[src/design/ovpc_pkg.sv]
// ============================================================================
// ovpc_pkg
// Shared types and constants of the occlusion vote patch cost block.
// ============================================================================
package ovpc_pkg;

  // error sum register and its saturation point
  localparam int unsigned ESUM_W = 20;
  localparam logic [ESUM_W-1:0] ESUM_MAX = '1;

  // quotient bits produced by the divider; draw cost saturates at 2.0 in Q2.16
  localparam int unsigned QUO_W = 18;
  localparam logic [QUO_W-1:0] DRAW_MAX = 18'd131072;

  // three channels times full color scale
  localparam int unsigned CHAN_SCALE = 765;

  localparam int unsigned SAMPLE_W  = 12;
  localparam int unsigned CENTRAL_W = 8;
  localparam int unsigned THSUM_W   = 14;
  localparam int unsigned VOTE_W    = 7;
  localparam int unsigned DRAW_W    = 18;
  localparam int unsigned TOTAL_W   = 23;
  localparam int unsigned STEP_W    = $clog2(QUO_W);

  typedef enum logic [2:0] {
    ST_ACCUM,
    ST_SETUP,
    ST_CHECK,
    ST_DIV,
    ST_FINISH
  } ctrl_state_t;

  // controller -> datapath
  typedef struct packed {
    logic acc;     // accept a view sample
    logic setup;   // form the divisor, capture few-views flag
    logic check;   // overflow test, preload remainder
    logic step;    // one restoring-division step
    logic load;    // write result registers, clear the patch
  } ctrl_cmd_t;

  // datapath -> controller
  typedef struct packed {
    logic few;     // in-view count at most one
    logic sat;     // quotient would overflow
  } dp_stat_t;

endpackage

[src/design/ovpc_ctrl.sv]
// ============================================================================
// ovpc_ctrl
// Sequencer: accumulate samples, then set up and run the end-of-patch divide.
// ============================================================================
module ovpc_ctrl (
  input  logic                 clk,
  input  logic                 rst_n,
  input  logic                 in_valid,
  input  logic                 in_last_view,
  input  logic                 out_stall,
  input  ovpc_pkg::dp_stat_t   stat,
  output ovpc_pkg::ctrl_cmd_t  cmd,
  output logic                 in_stall,
  output logic                 out_valid
);

  ovpc_pkg::ctrl_state_t state_r, state_nxt;
  logic [ovpc_pkg::STEP_W-1:0] cnt_r, cnt_nxt;
  logic out_valid_r, out_valid_nxt;
  logic slot_free;

  assign slot_free = !out_valid_r || !out_stall;

  // next state
  always_comb begin
    state_nxt = state_r;
    unique case (state_r)
      ovpc_pkg::ST_ACCUM: begin
        if (in_valid && in_last_view) state_nxt = ovpc_pkg::ST_SETUP;
      end
      ovpc_pkg::ST_SETUP: begin
        state_nxt = stat.few ? ovpc_pkg::ST_FINISH : ovpc_pkg::ST_CHECK;
      end
      ovpc_pkg::ST_CHECK: begin
        state_nxt = stat.sat ? ovpc_pkg::ST_FINISH : ovpc_pkg::ST_DIV;
      end
      ovpc_pkg::ST_DIV: begin
        if (cnt_r == '0) state_nxt = ovpc_pkg::ST_FINISH;
      end
      ovpc_pkg::ST_FINISH: begin
        if (slot_free) state_nxt = ovpc_pkg::ST_ACCUM;
      end
      default: state_nxt = ovpc_pkg::ST_ACCUM;
    endcase
  end

  // outputs
  always_comb begin
    cmd      = '0;
    in_stall = 1'b1;
    cnt_nxt  = cnt_r;
    unique case (state_r)
      ovpc_pkg::ST_ACCUM: begin
        in_stall = 1'b0;
        cmd.acc  = in_valid;
      end
      ovpc_pkg::ST_SETUP: begin
        cmd.setup = 1'b1;
      end
      ovpc_pkg::ST_CHECK: begin
        cmd.check = 1'b1;
        cnt_nxt   = ovpc_pkg::STEP_W'(ovpc_pkg::QUO_W - 1);
      end
      ovpc_pkg::ST_DIV: begin
        cmd.step = 1'b1;
        cnt_nxt  = cnt_r - 1'b1;
      end
      ovpc_pkg::ST_FINISH: begin
        cmd.load = slot_free;
      end
      default: begin
        in_stall = 1'b1;
      end
    endcase
  end

  always_comb begin
    out_valid_nxt = out_valid_r;
    if (cmd.load)           out_valid_nxt = 1'b1;
    else if (!out_stall)    out_valid_nxt = 1'b0;
  end

  always_ff @(posedge clk) begin
    if (!rst_n) begin
      state_r     <= ovpc_pkg::ST_ACCUM;
      cnt_r       <= '0;
      out_valid_r <= 1'b0;
    end else begin
      state_r     <= state_nxt;
      cnt_r       <= cnt_nxt;
      out_valid_r <= out_valid_nxt;
    end
  end

  assign out_valid = out_valid_r;

endmodule

[src/design/ovpc_dpath.sv]
// ============================================================================
// ovpc_dpath
// Sample scoring, patch accumulators, serial divider and result registers.
// ============================================================================
module ovpc_dpath #(
  parameter int unsigned VIEWS     = 81,
  parameter int unsigned FRAC_BITS = 4
) (
  input  logic                                 clk,
  input  logic                                 rst_n,
  input  ovpc_pkg::ctrl_cmd_t                  cmd,
  output ovpc_pkg::dp_stat_t                   stat,
  input  logic [ovpc_pkg::SAMPLE_W-1:0]        sample_red,
  input  logic [ovpc_pkg::SAMPLE_W-1:0]        sample_green,
  input  logic [ovpc_pkg::SAMPLE_W-1:0]        sample_blue,
  input  logic                                 in_view,
  input  logic [ovpc_pkg::CENTRAL_W-1:0]       central_red,
  input  logic [ovpc_pkg::CENTRAL_W-1:0]       central_green,
  input  logic [ovpc_pkg::CENTRAL_W-1:0]       central_blue,
  input  logic [ovpc_pkg::SAMPLE_W-1:0]        thresh_red,
  input  logic [ovpc_pkg::SAMPLE_W-1:0]        thresh_green,
  input  logic [ovpc_pkg::SAMPLE_W-1:0]        thresh_blue,
  output logic [ovpc_pkg::VOTE_W-1:0]          vote_count,
  output logic [ovpc_pkg::DRAW_W-1:0]          draw_cost,
  output logic [ovpc_pkg::TOTAL_W-1:0]         total_cost,
  output logic                                 few_views
);

  localparam int unsigned CNT_W  = $clog2(VIEWS + 1);
  localparam int unsigned C_W    = ovpc_pkg::CENTRAL_W + FRAC_BITS;
  localparam int unsigned D_W    = (C_W > ovpc_pkg::SAMPLE_W) ? C_W : ovpc_pkg::SAMPLE_W;
  localparam int unsigned E3_W   = D_W + 2;
  localparam int unsigned MULT_W = $clog2(ovpc_pkg::CHAN_SCALE * (VIEWS - 1) + 1);
  localparam int unsigned DEN_W  = MULT_W + FRAC_BITS;
  localparam int unsigned R_W    = (DEN_W > ovpc_pkg::QUO_W) ? DEN_W : ovpc_pkg::QUO_W;
  localparam int unsigned VW     = (CNT_W + 1 > ovpc_pkg::VOTE_W) ? CNT_W + 1
                                                                  : ovpc_pkg::VOTE_W;

  // ---- patch state ----
  logic                        open_r;
  logic [3*ovpc_pkg::CENTRAL_W-1:0] central_r;
  logic [ovpc_pkg::THSUM_W-1:0] thsum_r;
  logic [ovpc_pkg::ESUM_W-1:0] esum_r, esum_nxt;
  logic [CNT_W-1:0]            inview_r, inview_nxt;
  logic [CNT_W-1:0]            outlier_r, outlier_nxt;

  // ---- scoring ----
  logic [3*ovpc_pkg::CENTRAL_W-1:0] central_use;
  logic [ovpc_pkg::THSUM_W-1:0] thsum_in, thsum_use;
  logic [D_W-1:0]              s_r, s_g, s_b, c_r, c_g, c_b, d_r, d_g, d_b;
  logic [E3_W-1:0]             e3;
  logic [ovpc_pkg::ESUM_W:0]   esum_add;

  assign thsum_in = ovpc_pkg::THSUM_W'(thresh_red) + ovpc_pkg::THSUM_W'(thresh_green)
                  + ovpc_pkg::THSUM_W'(thresh_blue);
  // first item of a patch scores against its own central pixel and thresholds
  assign central_use = open_r ? central_r : {central_red, central_green, central_blue};
  assign thsum_use   = open_r ? thsum_r : thsum_in;

  assign s_r = D_W'(sample_red);
  assign s_g = D_W'(sample_green);
  assign s_b = D_W'(sample_blue);
  assign c_r = D_W'(C_W'(central_use[23:16]) << FRAC_BITS);
  assign c_g = D_W'(C_W'(central_use[15:8]) << FRAC_BITS);
  assign c_b = D_W'(C_W'(central_use[7:0]) << FRAC_BITS);
  assign d_r = (s_r > c_r) ? s_r - c_r : c_r - s_r;
  assign d_g = (s_g > c_g) ? s_g - c_g : c_g - s_g;
  assign d_b = (s_b > c_b) ? s_b - c_b : c_b - s_b;
  assign e3  = E3_W'(d_r) + E3_W'(d_g) + E3_W'(d_b);
  assign esum_add = (ovpc_pkg::ESUM_W + 1)'(esum_r) + (ovpc_pkg::ESUM_W + 1)'(e3);

  always_comb begin
    esum_nxt    = esum_r;
    inview_nxt  = inview_r;
    outlier_nxt = outlier_r;
    if (cmd.load) begin
      esum_nxt    = '0;
      inview_nxt  = '0;
      outlier_nxt = '0;
    end else if (cmd.acc && in_view && (inview_r < CNT_W'(VIEWS))) begin
      inview_nxt = inview_r + 1'b1;
      if (E3_W'(thsum_use) < e3) begin
        outlier_nxt = outlier_r + 1'b1;
      end else begin
        esum_nxt = esum_add[ovpc_pkg::ESUM_W] ? ovpc_pkg::ESUM_MAX
                                              : esum_add[ovpc_pkg::ESUM_W-1:0];
      end
    end
  end

  always_ff @(posedge clk) begin
    if (!rst_n) begin
      open_r    <= 1'b0;
      esum_r    <= '0;
      inview_r  <= '0;
      outlier_r <= '0;
    end else begin
      esum_r    <= esum_nxt;
      inview_r  <= inview_nxt;
      outlier_r <= outlier_nxt;
      if (cmd.load)                 open_r <= 1'b0;
      else if (cmd.acc)             open_r <= 1'b1;
    end
  end

  always_ff @(posedge clk) begin
    if (cmd.acc && !open_r) begin
      central_r <= {central_red, central_green, central_blue};
      thsum_r   <= thsum_in;
    end
  end

  // ---- divider: esum * 2^16 / (765 * 2^FRAC_BITS * (n - 1)) ----
  logic [MULT_W-1:0]           prod;
  logic [DEN_W-1:0]            den_r;
  logic [R_W-1:0]              rem_r, num_hi, den_ext;
  logic [R_W:0]                trial;
  logic [ovpc_pkg::QUO_W-1:0]  lo_r, quo_r;
  logic                        few_r, sat_r, fits;

  assign prod    = MULT_W'(inview_r - 1'b1) * MULT_W'(ovpc_pkg::CHAN_SCALE);
  assign num_hi  = R_W'(esum_r[ovpc_pkg::ESUM_W-1:2]);
  assign den_ext = R_W'(den_r);
  assign trial   = {rem_r, lo_r[ovpc_pkg::QUO_W-1]};
  assign fits    = trial >= (R_W + 1)'(den_ext);

  assign stat.few = (inview_r <= CNT_W'(1));
  assign stat.sat = (num_hi >= den_ext);

  always_ff @(posedge clk) begin
    if (cmd.setup) begin
      den_r <= DEN_W'(prod) << FRAC_BITS;
      few_r <= stat.few;
      sat_r <= 1'b0;
    end
    if (cmd.check) begin
      sat_r <= stat.sat;
      rem_r <= num_hi;
      lo_r  <= {esum_r[1:0], 16'h0000};
      quo_r <= '0;
    end
    if (cmd.step) begin
      rem_r <= fits ? R_W'(trial - (R_W + 1)'(den_ext)) : trial[R_W-1:0];
      lo_r  <= lo_r << 1;
      quo_r <= {quo_r[ovpc_pkg::QUO_W-2:0], fits};
    end
  end

  // ---- result ----
  logic [VW-1:0]                votes;
  logic [ovpc_pkg::DRAW_W-1:0]  draw;
  logic [ovpc_pkg::VOTE_W-1:0]  vote_r;
  logic [ovpc_pkg::DRAW_W-1:0]  draw_r;
  logic [ovpc_pkg::TOTAL_W-1:0] total_r;
  logic                         few_views_r;

  assign votes = VW'(VIEWS) - VW'(inview_r) + VW'(outlier_r);

  always_comb begin
    priority if (few_r)                     draw = '0;
    else if (sat_r)                         draw = ovpc_pkg::DRAW_MAX;
    else if (quo_r > ovpc_pkg::DRAW_MAX)    draw = ovpc_pkg::DRAW_MAX;
    else                                    draw = quo_r;
  end

  always_ff @(posedge clk) begin
    if (cmd.load) begin
      vote_r      <= votes[ovpc_pkg::VOTE_W-1:0];
      draw_r      <= draw;
      total_r     <= ovpc_pkg::TOTAL_W'({votes[ovpc_pkg::VOTE_W-1:0], 16'h0000})
                   + ovpc_pkg::TOTAL_W'(draw);
      few_views_r <= few_r;
    end
  end

  assign vote_count = vote_r;
  assign draw_cost  = draw_r;
  assign total_cost = total_r;
  assign few_views  = few_views_r;

endmodule

[src/design/occlusion_vote_patch_cost.sv]
// ============================================================================
// occlusion_vote_patch_cost
// Occlusion-aware vote cost of one light-field angular patch.
// ============================================================================
//
//  channel | direction | handshake          | payload
//  --------+-----------+--------------------+----------------------------------
//  in_     | in        | in_valid/in_stall  | view sample, flags, central, thresh
//  out_    | out       | out_valid/out_stall| votes, draw cost, total, few flag
//
//  Samples of a patch are taken one per cycle. After the request that carries
//  last_view the input stalls while the serial divider runs: divisor multiply,
//  overflow test, 18 restoring steps and result load; with at most one in-view
//  sample only divisor setup and result load; on quotient overflow setup,
//  overflow test and result load. The result load waits only while out_ is
//  stalled; the next patch is not taken until then. The result sits in an
//  output register, held steady while out_stall is high. Reset (rst_n low,
//  synchronous) clears the sequencer, the patch accumulators and out_valid.
//
// Scoring: E3 = sum of |sample - central << FRAC_BITS| over three channels;
// an in-view sample with E3 above the latched threshold sum is an outlier
// vote, otherwise E3 is added to a saturating 20-bit error sum. Out-of-view
// samples are counted as occluded at the end (VIEWS - in-view count).
// draw cost = error_sum * 2^16 / (765 * 2^FRAC_BITS * (in-view - 1)), Q2.16.
// ============================================================================
module occlusion_vote_patch_cost #(
  parameter int unsigned VIEWS     = 81,
  parameter int unsigned FRAC_BITS = 4
) (
  input  logic                            clk,
  input  logic                            rst_n,
  // input channel
  input  logic                            in_valid,
  output logic                            in_stall,
  input  logic [ovpc_pkg::SAMPLE_W-1:0]   in_sample_red,
  input  logic [ovpc_pkg::SAMPLE_W-1:0]   in_sample_green,
  input  logic [ovpc_pkg::SAMPLE_W-1:0]   in_sample_blue,
  input  logic                            in_in_view,
  input  logic [ovpc_pkg::CENTRAL_W-1:0]  in_central_red,
  input  logic [ovpc_pkg::CENTRAL_W-1:0]  in_central_green,
  input  logic [ovpc_pkg::CENTRAL_W-1:0]  in_central_blue,
  input  logic [ovpc_pkg::SAMPLE_W-1:0]   in_thresh_red,
  input  logic [ovpc_pkg::SAMPLE_W-1:0]   in_thresh_green,
  input  logic [ovpc_pkg::SAMPLE_W-1:0]   in_thresh_blue,
  input  logic                            in_last_view,
  // result channel
  output logic                            out_valid,
  input  logic                            out_stall,
  output logic [ovpc_pkg::VOTE_W-1:0]     out_vote_count,
  output logic [ovpc_pkg::DRAW_W-1:0]     out_draw_cost,
  output logic [ovpc_pkg::TOTAL_W-1:0]    out_total_cost,
  output logic                            out_few_views
);

  ovpc_pkg::ctrl_cmd_t cmd;
  ovpc_pkg::dp_stat_t  stat;

  // sequencer: accept window, divide steps, output slot
  ovpc_ctrl u_ctrl (
    .clk          (clk),
    .rst_n        (rst_n),
    .in_valid     (in_valid),
    .in_last_view (in_last_view),
    .out_stall    (out_stall),
    .stat         (stat),
    .cmd          (cmd),
    .in_stall     (in_stall),
    .out_valid    (out_valid)
  );

  // scoring, accumulators, divider and result registers
  ovpc_dpath #(
    .VIEWS     (VIEWS),
    .FRAC_BITS (FRAC_BITS)
  ) u_dpath (
    .clk           (clk),
    .rst_n         (rst_n),
    .cmd           (cmd),
    .stat          (stat),
    .sample_red    (in_sample_red),
    .sample_green  (in_sample_green),
    .sample_blue   (in_sample_blue),
    .in_view       (in_in_view),
    .central_red   (in_central_red),
    .central_green (in_central_green),
    .central_blue  (in_central_blue),
    .thresh_red    (in_thresh_red),
    .thresh_green  (in_thresh_green),
    .thresh_blue   (in_thresh_blue),
    .vote_count    (out_vote_count),
    .draw_cost     (out_draw_cost),
    .total_cost    (out_total_cost),
    .few_views     (out_few_views)
  );

endmodule

[config.mk]
export PLATFORM = sky130hd
export DESIGN_NAME = occlusion_vote_patch_cost
export DESIGN_NICKNAME = d
export VERILOG_FILES = /design/src/design/ovpc_pkg.sv /design/src/design/ovpc_ctrl.sv /design/src/design/ovpc_dpath.sv /design/src/design/occlusion_vote_patch_cost.sv
export SDC_FILE = /design/constraint.sdc
export NUM_CORES = 1
export LEC_CHECK = 0
export BUFFER_PORTS_ARGS = -buffer_cell sky130_fd_sc_hd__buf_4
export CAP_MARGIN = 20
export CORE_MARGIN = 2
export CORE_UTILIZATION = 40
export CTS_BUF_LIST = sky130_fd_sc_hd__clkbuf_4 sky130_fd_sc_hd__clkbuf_8
export DETAILED_ROUTE_END_ITERATION = 8
export GPL_TIMING_DRIVEN = 0
export SLEW_MARGIN = 10
export SYNTH_ARGS = -nofsm -noshare
export SYNTH_HDL_FRONTEND = slang
export SYNTH_HIERARCHICAL = 1
export SYNTH_SLANG_ARGS = --single-unit
[constraint.sdc]
create_clock -name clk -period 19.4 [get_ports clk]
set_input_delay 0 -clock clk [delete_from_list [all_inputs] [get_ports clk]]
set_output_delay 0 -clock clk [all_outputs]
set_load 0.005 [all_outputs]
==> flow_summary.json, run 1 <==
{
  "maxCapViolCount": 0,
  "io_pins": 153,
  "ys.flop_type": "edfxtp_1",
  "finalSetupTns_ps": 0,
  "insertion_delay_ps": 500,
  "cts_resized": 0,
  "initial_utilization_pct": 40.4,
  "ys_top_cells_by_area": "edfxtp_1, ha_1, fa_1",
  "worst-setup-path-type": "register to register",
  "numCtsBuffers": 17,
  "dr.pass1.iters": 5,
  "netlist_instances": 1466,
  "p_leak_nw": 7.53,
  "die-area_um2": 38200,
  "gp_congestion": 0.854,
  "finalCritPeriodShare_pct": 44.1,
  "cts_setup_buffers": 0,
  "hp-class": "input pin to register",
  "syn_avg_cell_area_um2": 10.0,
  "crit_path_start": "u_dpath/open_r",
  "h-tree-depth": 4,
  "final_layout_size_suffix_gt1_share_pct": 15.8,
  "setup_viol": 0,
  "nets": 2012,
  "path_max_fanout": 10,
  "grt_max_degree": 41,
  "yosysSeqAreaShare_pct": 32.4,
  "drcViolationCount": 0,
  "antenna_found_initial": 0,
  "outcome": "finished, final reports clean",
  "cp-start-kind": "register",
  "cts.path.max_buffers": 2,
  "grt_use_total_pct": 17.2,
  "dp.final_hpwl_um": 26100,
  "n_fill_cell": 3413,
  "layout.cells.most_common": "ha_1",
  "port_buffers": 152,
  "power.density_nw_per_um2": 165,
  "cpMaxStageDelayCell": "clkbuf_1",
  "hold_viol": 0,
  "row_count": 70,
  "cp_common_cell": "o21ai_1",
  "timing.fmax_mhz": 117,
  "core_um2": 36300,
  "synth.largest_area_cell": "edfxtp_1",
  "vias_per_cell": 5.10,
  "root_buffer": "clkbuf_8",
  "cts_tree": "done",
  "antenna_left": 0,
  "finClkSkew_ps": 20.2,
  "rr_startpoint": "u_dpath/open_r",
  "clkTransAtPathRegs_ps": 100,
  "tightestPinTransition_ps": 987,
  "async_flop_share_pct": 0,
  "synthesis.nets": 1810,
  "synth_warnings": 6,
  "gr-total-overflow": 0,
  "routed_wl_um": 32300,
  "netlist.area_leader.share_pct": 26.4,
  "cp.required_ps": 19770,
  "min_from": "in_in_view",
  "holdWs_ps": 52.6,
  "clock_sinks": 173,
  "relSlewSlack_pct": 34.2,
  "grt_pass1_wl_um": 53100,
  "syn_area_um2": 14700,
  "synth_edf_count": 129,
  "route.vias.total": 10959,
  "die-height_um": 195,
  "arrival_ps": 8930,
  "maxSlewViolCount": 0,
  "drt-initial-drc-count": 555,
  "crit_path_end_kind": "register",
  "grt_pass1_vias": 10789,
  "area_growth_pct": 16.9,
  "ir_worst_vdd_mv": 0.118,
  "layout_common_cells": "ha_1, inv_1, buf_4",
  "rsz0062_at_grt": "no",
  "die_w_um": 195,
  "wl_per_cell_um": 15.1,
  "finalCriticalPeriod_ps": 8560,
  "antenna_cells": 0,
  "worst_path_largest_cell_delay_ps": 600,
  "synth.distinct_cells": 88,
  "ys_ff_latch": 173
}
## where the power goes
part / switching [mW] / leakage [nW] / internal, mW
logic: 1.15 / 5.82 / 0.909
registers: 0.0175 / 1.51 / 0.491
clock network: 0.164 / 0.194 / 0.0979
total: 1.34 / 7.53 / 1.50
## cells in the mapped netlist, types with 7 or more instances
master    number
nand2b_1      13
a31oi_1       11
edfxtp_1     129
mux2i_1       46
xnor2_1       68
mux2_2        24
a21o_1        26
o21ai_1       20
o21bai_1      11
inv_1        172
fa_1          55
a211oi_1      10
nand2_1       52
and3_1        13
a21oi_1       88
nand4_1       11
or2_2         10
nor3_1        25
o21ai_0       36
nor2b_1       26
buf_4         18
xor2_1        40
clkbuf_1      14
nor2_1       103
o21a_1        13
nor4_1         7
o22ai_1        7
nand3_1       23
ha_1         187
and2_1        38
dfxtp_1       44
a221oi_1      11
## worst max-delay path, delay by kind of cell, from the launching register on
kind                       cells  cell delay, ps
adders and majority gates      6            1780
buffers and inverters          6            1640
AOI/OAI and AO/OA             13            2500
muxes                          2             870
DFF                            1             360
and+or+nand+nor                7            1220
## path summary, 6_finish.rpt
kind / endpoint / slack, ps / cells past startpoint
min reg2reg: u_ctrl/cnt_r[1] / 490 / 2
max: u_dpath/esum_r[4] / 10840 / 34
min: u_dpath/inview_r[0] / 50 / 4
max reg2reg: u_dpath/esum_r[4] / 10840 / 34
## repair_timing
action,4_1_cts,5_1_grt
endpoints found under the setup margin,0,0
hold endpoints to repair,40,0
hold buffers,30,0
## kinds of logic after synthesis
logic type,share of synthesized area (%)
XOR/XNOR,6.45
AND/OR/NAND/NOR,13.0
flip-flops,32.4
buffers and inverters,6.24
adder cells (fa/ha/maj),23.5
multiplexers,5.16
AO/OA/AOI/OAI,13.3
## area by class of cell
| type | instances | area (um^2) | area share [%] |
|---|---|---|---|
| timing repair buffer | 183 | 1470 | 8.57 |
| clock inverter | 15 | 178 | 1.04 |
| inverter | 172 | 646 | 3.77 |
| sequential | 173 | 4750 | 27.7 |
| clock buffer | 17 | 234 | 1.36 |
| tap | 468 | 586 | 3.42 |
| multi-input combinational | 1077 | 9010 | 52.5 |
| buffer | 44 | 269 | 1.57 |
## stage by stage
stage	cell area [um^2]	setup slack, ps	utilization [%]	power, mW	instances
after global routing	17100	10150	47.2	3.16	2149
after detailed placement	16400	10860	45.2	2.56	2087
after floorplan	14700	12290	-	2.13	1466
after global placement	16400	10900	45.1	2.52	2086
final	17100	10840	47.2	2.83	2149
after CTS	17100	10810	47.2	2.85	2149
## metal layers
metal,global-route usage (%),vias up,share of wire (%)
met5,0,-,0
met4,4.07,0,1.3
met3,2.83,21,3.0
met2,29.4,172,48
met1,22.8,5190,48
li1,-,5576,-
## state kept, by name, summed over array words and instances (netlist names), 14 cells and up
name	cells
u_dpath/den_ext	16
u_dpath/rem_r	20
u_dpath/thsum_r	14
u_dpath/draw_cost	18
u_dpath/esum_r	20
u_dpath/quo_r	18
u_dpath/central_r	24
Note: power is estimated with default switching activity, not from simulation.
==> run 2: changes to the inputs <==
==> constraint.sdc (replaced) <==
create_clock -name clk -period 8.5 [get_ports clk]
set_input_delay 0 -clock clk [delete_from_list [all_inputs] [get_ports clk]]
set_output_delay 0 -clock clk [all_outputs]
set_load 0.005 [all_outputs]
==> flow_summary.json, run 2 (synthesis results as in run 1) <==
{
  "outcome": "finished, final reports clean",
  "clkPwrFrac_pct": 9.2,
  "min_from": "in_in_view",
  "clkTransAtPathRegs_ps": 100,
  "grt_pass1_vias": 10793,
  "cp-start-kind": "register",
  "row_count": 70,
  "cts_tree": "done",
  "final_layout_size_suffix_gt1_share_pct": 16.1,
  "holdWs_ps": 48.5,
  "arrival_ps": 8270,
  "dp.cells": 2087,
  "hp-class": "input pin to register",
  "tightestPinTransition_ps": 977,
  "drt-initial-drc-count": 532,
  "finalCritPeriodShare_pct": 92.9,
  "finalCriticalPeriod_ps": 7900,
  "gr-total-overflow": 0,
  "port_buffers": 152,
  "combPwrFrac_pct": 72.8,
  "grt_use_total_pct": 17.2,
  "numCtsBuffers": 17,
  "route.vias.total": 10993,
  "wl_per_cell_um": 15.1,
  "power.switching_mw": 3.05,
  "cts.path.max_buffers": 2,
  "maxCapViolCount": 0,
  "insertion_delay_ps": 500,
  "crit_path_end_kind": "register",
  "root_buffer": "clkbuf_8",
  "gp_congestion": 0.854,
  "layout.cells.non_filler": 2149,
  "antenna_left": 0,
  "antenna_found_initial": 0,
  "core_um2": 36300,
  "rr_startpoint": "u_dpath/open_r",
  "dr.pass1.iters": 5,
  "cp.required_ps": 8870,
  "grt_max_degree": 41,
  "die_w_um": 195,
  "vias_per_cell": 5.12,
  "die-area_um2": 38200,
  "layout.cells.most_common": "ha_1",
  "crit_path_start": "u_dpath/open_r",
  "rrSetupSlack_ps": 600,
  "cpMaxStageDelayCell": "fa_1",
  "worst_path_largest_cell_delay_ps": 540,
  "largest_register": "u_dpath/central_r",
  "setup_viol": 0,
  "reg.largest.list": "u_dpath/central_r (24), u_dpath/esum_r (20), u_dpath/rem_r (20)",
  "relSlewSlack_pct": 34.9,
  "power.density_nw_per_um2": 377,
  "routed_wl_um": 32400,
  "p_int_mw": 3.42,
  "io_pins": 153,
  "seq_power_share_pct": 17.9,
  "h-tree-depth": 4,
  "clock_sinks": 173,
  "antenna_cells": 0,
  "maxSlewViolCount": 0,
  "largest_reg_flops": 24,
  "drcViolationCount": 0,
  "initial_utilization_pct": 40.4,
  "n_fill_cell": 3413,
  "nets": 2012,
  "path_max_fanout": 10,
  "finClkSkew_ps": 20.1,
  "sw_frac_of_total_pct": 47.1,
  "dp.final_hpwl_um": 26100,
  "layout_common_cells": "ha_1, inv_1, buf_4",
  "die-height_um": 195,
  "worst-setup-path-type": "register to register",
  "grt_pass1_wl_um": 53100,
  "hold_viol": 0,
  "timing.fmax_mhz": 127,
  "p_leak_nw": 7.54,
  "rsz0062_at_grt": "no",
  "area_growth_pct": 17.0,
  "ir_worst_vdd_mv": 0.268,
  "cp_common_cell": "o21ai_1"
}
## run 2: cell types whose count changed in the layout (fill, tap and decap cells not counted)
cell,delta
buf_2,+2
a21oi_4,+1
a21oi_1,-1
clkbuf_1,-3
buf_1,-2
clkbuf_2,+3
## run 2: through the flow
step,instance area (um^2),power (mW),utilization (%),setup slack (ps),setup TNS [ps]
5_1_grt,17200,7.21,47.2,26.1,0
4_1_cts,17200,6.51,47.2,169,0
3_5_place_dp,16400,5.85,45.2,-42.9,-346
2_1_floorplan,14700,4.87,-,1390,0
3_3_place_gp,16400,5.75,45.1,2.58,0
6_report,17200,6.47,47.2,603,0
## run 2: cell type report
cell class                 count  area [um^2]  share of cell area, %
clock buffer                  17          234                   1.36
buffer                        44          275                   1.60
timing repair buffer         183         1470                   8.56
sequential                   173         4750                   27.7
multi-input combinational   1077         9020                   52.6
clock inverter                15          178                   1.04
tap                          468          586                   3.41
inverter                     172          646                   3.76
## run 2: worst paths after layout
kind                         end  depth (start not counted)
min reg2reg      u_ctrl/cnt_r[1]                          2
max            u_dpath/esum_r[4]                         34
max reg2reg    u_dpath/esum_r[4]                         34
min          u_dpath/inview_r[0]                          4
## run 2: what timing repair did
action,CTS,global route
setup endpoints to repair,12,27
hold buffers,30,0
buffers inserted,0,0
endpoints found under the hold margin,40,0
resized for setup,4,8
## run 2: critical path, delay by kind of cell (launching register included)
family	cells	cell delay, ps
compound gates	13	2330
fa+ha+maj	6	1780
buf+inv	6	1200
flops	1	360
mux	2	810
simple gates	7	1220
## run 2: per-layer routing
metal,part of all wire [%],track usage (%),wire length [um],up-vias
met4,1.4,4.07,457,0
met2,48,29.4,15500,203
met5,0,0,0,-
met1,47,22.8,15300,5190
li1,-,-,-,5575
met3,3.4,2.83,1100,25
## run 2: power groups by stage
stage                     Sequential, mW  Combinational [mW]  Clock [mW]
after floorplan                     1.17                3.70           0
after global placement              1.18                4.56           0
after detailed placement            1.18                4.67           0
after CTS                           1.16                4.73       0.622
after global routing                1.17                5.39       0.650
final                               1.16                4.71       0.598
